==> config.mk <==
export PLATFORM = sky130hd
export DESIGN_NAME = life_automaton_grid_step_core
export DESIGN_NICKNAME = d
export VERILOG_FILES = /design/src/rtl/core/lifeg_pkg.sv /design/src/rtl/core/life_automaton_grid_step_core.sv /design/src/rtl/core/lifeg_row_cell.sv /design/src/rtl/core/lifeg_next_row.sv
export SDC_FILE = /design/constraint.sdc
export NUM_CORES = 1
export LEC_CHECK = 0
export BUFFER_PORTS_ARGS = -buffer_cell sky130_fd_sc_hd__clkbuf_2
export CAP_MARGIN = 0
export CORE_MARGIN = 4
export CORE_UTILIZATION = 34
export DETAILED_ROUTE_END_ITERATION = 8
export GPL_TIMING_DRIVEN = 0
export SYNTH_ARGS = -nofsm -noshare
export SYNTH_HDL_FRONTEND = slang
export SYNTH_SLANG_ARGS = --single-unit
==> constraint.sdc <==
create_clock -name clk_i -period 6.5 [get_ports clk_i]
set_input_delay 0 -clock clk_i [delete_from_list [all_inputs] [get_ports clk_i]]
set_output_delay 0 -clock clk_i [all_outputs]
set_load 0.01 [all_outputs]
==> src/rtl/core/lifeg_pkg.sv <==
// Shared constants, types and helpers of the life grid stepper.
package lifeg_pkg;

  localparam int GRID_DIM  = 16;
  localparam int OUT_W     = 16;
  localparam int EMIT_ROWS = (GRID_DIM < OUT_W) ? GRID_DIM : OUT_W;
  localparam int CNT_W     = $clog2(GRID_DIM);

  localparam logic [1:0] ACT_WRITE = 2'd0;
  localparam logic [1:0] ACT_STEP  = 2'd1;
  localparam logic [1:0] ACT_READ  = 2'd2;

  typedef logic [GRID_DIM-1:0] row_t;
  typedef logic [OUT_W-1:0]    out_row_t;

  typedef struct packed {
    logic shift;
    logic write;
  } cell_ctrl_t;

  // Narrow or widen a grid row to the output word, dropping columns past it.
  function automatic out_row_t row_to_out(input row_t row);
    out_row_t res;
    res = '0;
    for (int i = 0; i < OUT_W; i++) begin
      if (i < GRID_DIM) res[i] = row[i];
    end
    return res;
  endfunction

  // Take a written word into a grid row, dropping bits past the grid.
  function automatic row_t out_to_row(input out_row_t word);
    row_t res;
    res = '0;
    for (int i = 0; i < GRID_DIM; i++) begin
      if (i < OUT_W) res[i] = word[i];
    end
    return res;
  endfunction

endpackage

==> src/rtl/core/life_automaton_grid_step_core.sv <==
// Top level of the life grid stepper: row chain, rule unit and result registers.
//
// Usage. Pulse start with an action while busy is low; the word is taken at that
// edge. A write stores row_bits in row row_index and gives no result. A read
// gives one result on the next cycle: the row, the generation count, last = 1.
// A step advances the whole grid one generation by rule B3/S23 with dead
// borders and emits the new rows 0, 1, ... one per cycle, last set on the final
// one, each carrying the incremented generation count.
// Timing. The rows sit in a chain of row cells that rotates one place per cycle
// during a step; the rule unit works on the head of the chain, and busy is high
// until every row has passed it. A taken step first sets the stepping flag, and
// each row then passes through the result registers; the final row shows in the
// cycle that busy falls, and a new item can be taken in that same cycle.
// Results. out_valid_o marks each result for exactly one cycle; the receiver
// must take it then, there is no stall.
// Reset. All cells dead and the generation count zero, effective at once.
module life_automaton_grid_step_core (
  input  logic                     clk_i,
  input  logic                     rst_ni,
  input  logic                     start,
  output logic                     busy,
  input  logic [1:0]               action_i,
  input  logic [3:0]               row_index_i,
  input  lifeg_pkg::out_row_t      row_bits_i,
  output logic                     out_valid_o,
  output logic [3:0]               out_row_index_o,
  output lifeg_pkg::out_row_t      out_row_bits_o,
  output logic [31:0]              generation_o,
  output logic                     last_o
);
  import lifeg_pkg::*;

  localparam logic [CNT_W-1:0] CNT_LAST = CNT_W'(GRID_DIM - 1);

  row_t       rows [GRID_DIM];
  cell_ctrl_t ctrl [GRID_DIM];
  row_t       wr_row;
  row_t       new_row;
  row_t       below_row;

  logic             stepping_q, stepping_d;
  logic [CNT_W-1:0] cnt_q, cnt_d;
  row_t             prev_q, prev_d;
  logic [31:0]      gen_q, gen_d;

  logic             valid_q, valid_d;
  logic [3:0]       oidx_q, oidx_d;
  out_row_t         obits_q, obits_d;
  logic             last_q, last_d;

  logic             accept;
  logic             in_range;
  logic [CNT_W-1:0] idx_ext;

  assign busy     = stepping_q;
  assign accept   = start && !stepping_q;
  assign in_range = int'(row_index_i) < GRID_DIM;
  assign idx_ext  = CNT_W'(row_index_i);
  assign wr_row   = out_to_row(row_bits_i);

  // Bottom row has a dead row below it.
  assign below_row = (cnt_q == CNT_LAST) ? '0 : rows[1 % GRID_DIM];

  lifeg_next_row u_rule (
    .above_i  (prev_q),
    .center_i (rows[0]),
    .below_i  (below_row),
    .next_o   (new_row)
  );

  for (genvar k = 0; k < GRID_DIM; k++) begin : g_cell
    row_t shift_in;
    if (k == GRID_DIM - 1) begin : g_tail
      assign shift_in = new_row;
    end else begin : g_mid
      assign shift_in = rows[k+1];
    end

    assign ctrl[k].shift = stepping_q;
    assign ctrl[k].write = accept && (action_i == ACT_WRITE) && in_range
                           && (idx_ext == CNT_W'(k));

    lifeg_row_cell u_cell (
      .clk_i       (clk_i),
      .rst_ni      (rst_ni),
      .ctrl_i      (ctrl[k]),
      .wr_row_i    (wr_row),
      .shift_row_i (shift_in),
      .row_o       (rows[k])
    );
  end

  always_comb begin
    stepping_d = stepping_q;
    cnt_d      = cnt_q;
    prev_d     = prev_q;
    gen_d      = gen_q;
    valid_d    = 1'b0;
    oidx_d     = oidx_q;
    obits_d    = obits_q;
    last_d     = last_q;

    if (stepping_q) begin
      // Emit the head row's new value and rotate the chain one place.
      valid_d = int'(cnt_q) < EMIT_ROWS;
      oidx_d  = 4'(cnt_q);
      obits_d = row_to_out(new_row);
      last_d  = int'(cnt_q) == EMIT_ROWS - 1;
      prev_d  = rows[0];
      cnt_d   = cnt_q + 1'b1;
      if (cnt_q == CNT_LAST) begin
        stepping_d = 1'b0;
      end
    end else if (accept) begin
      unique case (action_i)
        ACT_STEP: begin
          stepping_d = 1'b1;
          cnt_d      = '0;
          prev_d     = '0;
          gen_d      = gen_q + 32'd1;
        end
        ACT_READ: begin
          valid_d = 1'b1;
          oidx_d  = row_index_i;
          obits_d = in_range ? row_to_out(rows[idx_ext]) : '0;
          last_d  = 1'b1;
        end
        default: begin
          // Writes go straight to the cells; unused code is dropped.
        end
      endcase
    end
  end

  always_ff @(posedge clk_i or negedge rst_ni) begin
    if (!rst_ni) begin
      stepping_q <= 1'b0;
      cnt_q      <= '0;
      gen_q      <= '0;
      valid_q    <= 1'b0;
    end else begin
      stepping_q <= stepping_d;
      cnt_q      <= cnt_d;
      gen_q      <= gen_d;
      valid_q    <= valid_d;
    end
  end

  always_ff @(posedge clk_i) begin
    prev_q  <= prev_d;
    oidx_q  <= oidx_d;
    obits_q <= obits_d;
    last_q  <= last_d;
  end

  assign out_valid_o     = valid_q;
  assign out_row_index_o = oidx_q;
  assign out_row_bits_o  = obits_q;
  assign generation_o    = gen_q;
  assign last_o          = last_q;

endmodule

==> src/rtl/core/lifeg_row_cell.sv <==
// One grid row held in the chain: loads on a write, takes its neighbor's row on a shift.
module lifeg_row_cell (
  input  logic                  clk_i,
  input  logic                  rst_ni,
  input  lifeg_pkg::cell_ctrl_t ctrl_i,
  input  lifeg_pkg::row_t       wr_row_i,
  input  lifeg_pkg::row_t       shift_row_i,
  output lifeg_pkg::row_t       row_o
);
  import lifeg_pkg::*;

  row_t row_q, row_d;

  always_comb begin
    row_d = row_q;
    if (ctrl_i.shift) begin
      row_d = shift_row_i;
    end else if (ctrl_i.write) begin
      row_d = wr_row_i;
    end
  end

  always_ff @(posedge clk_i or negedge rst_ni) begin
    if (!rst_ni) begin
      row_q <= '0;
    end else begin
      row_q <= row_d;
    end
  end

  assign row_o = row_q;

endmodule

==> src/rtl/core/lifeg_next_row.sv <==
// B3/S23 rule for one row, from the rows above, at and below it.
module lifeg_next_row (
  input  lifeg_pkg::row_t above_i,
  input  lifeg_pkg::row_t center_i,
  input  lifeg_pkg::row_t below_i,
  output lifeg_pkg::row_t next_o
);
  import lifeg_pkg::*;

  // Pad with a dead column on each side.
  logic [GRID_DIM+1:0] up_pad, mid_pad, dn_pad;

  assign up_pad  = {1'b0, above_i, 1'b0};
  assign mid_pad = {1'b0, center_i, 1'b0};
  assign dn_pad  = {1'b0, below_i, 1'b0};

  always_comb begin
    logic [3:0] n;
    for (int x = 0; x < GRID_DIM; x++) begin
      n = 4'(up_pad[x]) + 4'(up_pad[x+1]) + 4'(up_pad[x+2])
        + 4'(mid_pad[x]) + 4'(mid_pad[x+2])
        + 4'(dn_pad[x]) + 4'(dn_pad[x+1]) + 4'(dn_pad[x+2]);
      next_o[x] = (n == 4'd3) || (center_i[x] && (n == 4'd2));
    end
  end

endmodule
==> metrics.md <==
| Metric | Value |
|---|---|
| Outcome | `finished with violations` |
| Failing checks | `max-capacitance violations` |
| CTS H-tree depth | `2` |
| Synthesized net count | `2154` |
| HP Class | `input port to flip-flop` |
| Ys flop type | `dfrtp_1` |
| Grt ovf | `0` |
| FP Rows | `87` |
| Design Area, Final | `22200 sq um` |
| WL per Instance | `26.5 microns` |
| Largest area contributor in the netlist | `dfrtp_1` |
| Fraction of the cycle the final worst path needs | `0.895` |
| RePlAce Congestion | `1.05` |
| Initial Util | `0.343` |
| Area contributors post-synth | `dfrtp_1 38%, mux4_2 7.4%, o21ai_0 6.9%, fa_1 6.1%, edfxtp_1 5.7%` |
| Int Pwr | `6.21 mW` |
| Crit. End Element | `flip-flop` |
| Critical-path cell list | `ha_1, nand3_1, clkbuf_1, nand2_1, fa_1, fa_1, inv_1, fa_1, inv_1, fa_1, a211oi_1, mux2i_1, nor4b_1, a221oi_1, o21ai_0` |
| Flop pwr share | `0.338` |
| Commonest non-fill, non-tap cells in the layout | `294 x dfrtp_1, 293 x nand2_1, 268 x o21ai_0` |
| Die Y | `247 microns` |
| Sequential share of the synthesized area | `0.437` |
| Worst Path Required | `6790 ps` |
| Unrepaired setup endpoints after global routing | `false` |
| Die span in x | `247 microns` |
| CP Launch Type | `flip-flop` |
| Insertion delay to the later sink of the worst-skew pair | `590 ps` |
| Async SR Flop Fraction | `0.888` |
| Layout area overhead | `14.7%` |
| NetSw | `5.49 mW` |
| Logic gate share of total power | `0.471` |
| Clock period minus worst slack | `5820 ps` |
| Clock power frac | `0.191` |
| Iteration-0 DRC Markers | `2371` |
| DR DRC count | `0` |
| Slew headroom | `0.00336` |
| DR vias/cell | `5.74` |
| CP Max Fanout | `10` |
| Switch share | `0.469` |
| Worst Path Class, Setup | `flip-flop to flip-flop` |
| Setup TNS | `0 ps` |
| Max frequency | `172 MHz` |
| Critical-path top delay cell | `nor4b_1` |
| Clock-pin slew on the worst setup and hold paths | `60 ps` |
| Most common cell after layout, fill and taps aside | `dfrtp_1` |
| Nets | `2295` |
| # diodes | `0` |
| Worst hold slack | `36.1 ps` |
| Clock skew | `32.0 ps` |
| Peak per-stage delay on the critical path | `1210 ps` |
| Synth Cell Area | `19400 sq um` |
| Largest net degree at the start of global routing | `105` |
| Yosys reg bits | `331` |
| IR drop worst, VDD | `237 uV` |
| Leak pwr | `9.99 nW` |
| CTS root buffer | `clkbuf_16` |
| Post-Place Cell Area | `20800 sq um` |
| Most common cell on crit path | `fa_1` |
| Sinks on Clock Net | `331` |
| Yosys top cell area share | `0.380` |
| Avg Cell Area, Syn | `9.58 sq um` |
| MaxCap Viol Count | `1` |
| Die Area | `60800 sq um` |
| Warnings, synthesis | `0` |
| Initial antenna violation count | `3` |
| Num ports | `80` |
| Post-Route WL | `78.2 mm` |
| WP data arrival | `6110 ps` |
| Routed via count | `16900` |
| Synth cell types | `50` |
| Tightest Pin Transition | `1470 ps` |
| TritonCTS buffer count | `39` |
| First-pass GRT wire length | `114 mm` |
| Gr usage total | `0.257` |
| Hold Violations, Final | `0` |
| CTS tree | `done` |
| Layout cells sized above 1 | `0.120` |
| Count of port buffers added during placement | `78` |
| Max-slew violations | `0` |
| Setup violators final | `0` |
| Post-synth EDFFs | `37` |
| Cells after synthesis | `2022` |
| DP Wirelength | `57.6 mm` |
| Drt pass-1 iters | `6` |
| Maximum buffer depth of the clock tree | `3` |
| Final ANT Viol Nets | `0` |
| Vias in the first global route | `16500` |
| Power per cell area | `527 nW/um^2` |
| Core area | `56400 sq um` |
final cells by class:
type | count | area [sq um]
Fill cell | 5652 | 34200
Tap cell | 756 | 946
Clock inverter | 11 | 131
Multi-Input combinational cell | 1424 | 9840
Timing Repair Buffer | 100 | 654
Clock buffer | 59 | 1120
Buffer | 145 | 596
Sequential cell | 331 | 8470
Inverter | 122 | 458
repair_timing:
item / 4_1_cts / 5_1_grt
setup buffers: 0 / 0
hold endpoints to repair: 157 / 0
endpoints found under the setup margin: 0 / 0
hold buffers: 20 / 0
resized for setup: 0 / 0
power by group through the flow:
stage               clock, mW  sequential [mW]  combinational [mW]
global route             2.34             3.99                6.07
finish                   2.23             3.95                5.51
CTS                      2.26             3.88                5.43
global placement            0             3.89                5.11
detailed placement          0             3.91                5.38
floorplan                   0             3.48                3.40
state kept, by name, summed over array words and instances (netlist names), 4 cells and up:
signal / cells
out_row_index_o: 4
cnt_q: 4
out_row_bits_o: 16
g_cell.u_cell.row_o: 256
prev_q: 16
generation_o: 32
cell usage after synthesis, types with 3 or more instances:
cell,n
dfrtp_1,294
nand2_1,293
o21ai_0,268
nor2_1,215
a21oi_1,184
inv_1,122
clkbuf_1,95
mux2i_1,85
mux4_2,64
fa_1,59
ha_1,48
buf_2,41
edfxtp_1,37
nor2b_1,25
and2_1,18
nand3_1,18
xor2_1,18
nand2b_1,16
xnor2_1,15
a221oi_1,13
nor4b_1,13
buf_1,9
a31oi_1,8
a211oi_1,6
nand4_1,6
and4_1,5
and3_1,4
mux2_2,4
nand3_2,4
nand4_2,4
a21o_1,3
a22oi_1,3
o211ai_1,3
through the flow:
| step | worst slack (ps) | instances | power [mW] | utilization |
|---|---|---|---|---|
| 3_3_place_gp | -1250 | 2856 | 8.99 | 0.367 |
| 3_5_place_dp | 860 | 2858 | 9.29 | 0.368 |
| 2_1_floorplan | 2680 | 2022 | 6.88 | - |
| 5_1_grt | 622 | 2948 | 12.4 | 0.394 |
| 6_report | 682 | 2948 | 11.7 | 0.394 |
| 4_1_cts | 839 | 2948 | 11.6 | 0.394 |
routing by layer:
metal,vias up,routed length (microns),GRT usage
li1,7204,-,-
met1,8361,30700,0.344
met2,1125,32500,0.372
met3,225,9760,0.0757
met4,2,5220,0.144
met5,-,17,0
worst max-delay path: cells and delay by family (launching register included):
family	cells	cell delay, ps
and+or+nand+nor	3	1910
buffers and inverters	3	610
muxes	1	110
DFF	1	420
AOI/OAI and AO/OA	3	650
adders and majority gates	5	1830
worst paths after layout:
check / from / cells after the start / slack [ps] / endpoint
min in group asynchronous: rst_ni / 2 / 110 / cnt_q[0]
worst min register to register: generation_o[31] / 1 / 470 / generation_o[31]
worst max register to register: cnt_q[0] / 15 / 680 / out_row_bits_o[5]
worst max-delay path: cnt_q[0] / 15 / 680 / out_row_bits_o[5]
worst min-delay path: action_i[1] / 4 / 40 / generation_o[1]
max in group asynchronous: rst_ni / 3 / 5300 / g_cell[11].u_cell.row_o[9]
kinds of logic (layout without fill, tap and decap cells):
group,Yosys count,in the layout,synth area share
simple gates,636,636,0.147
compound gates,495,495,0.134
flops,331,331,0.437
buf+inv,267,437,0.0544
mux,153,153,0.121
fa+ha+maj,107,107,0.0920
xor+xnor,33,33,0.0149
(Power assumes the default switching activity.)
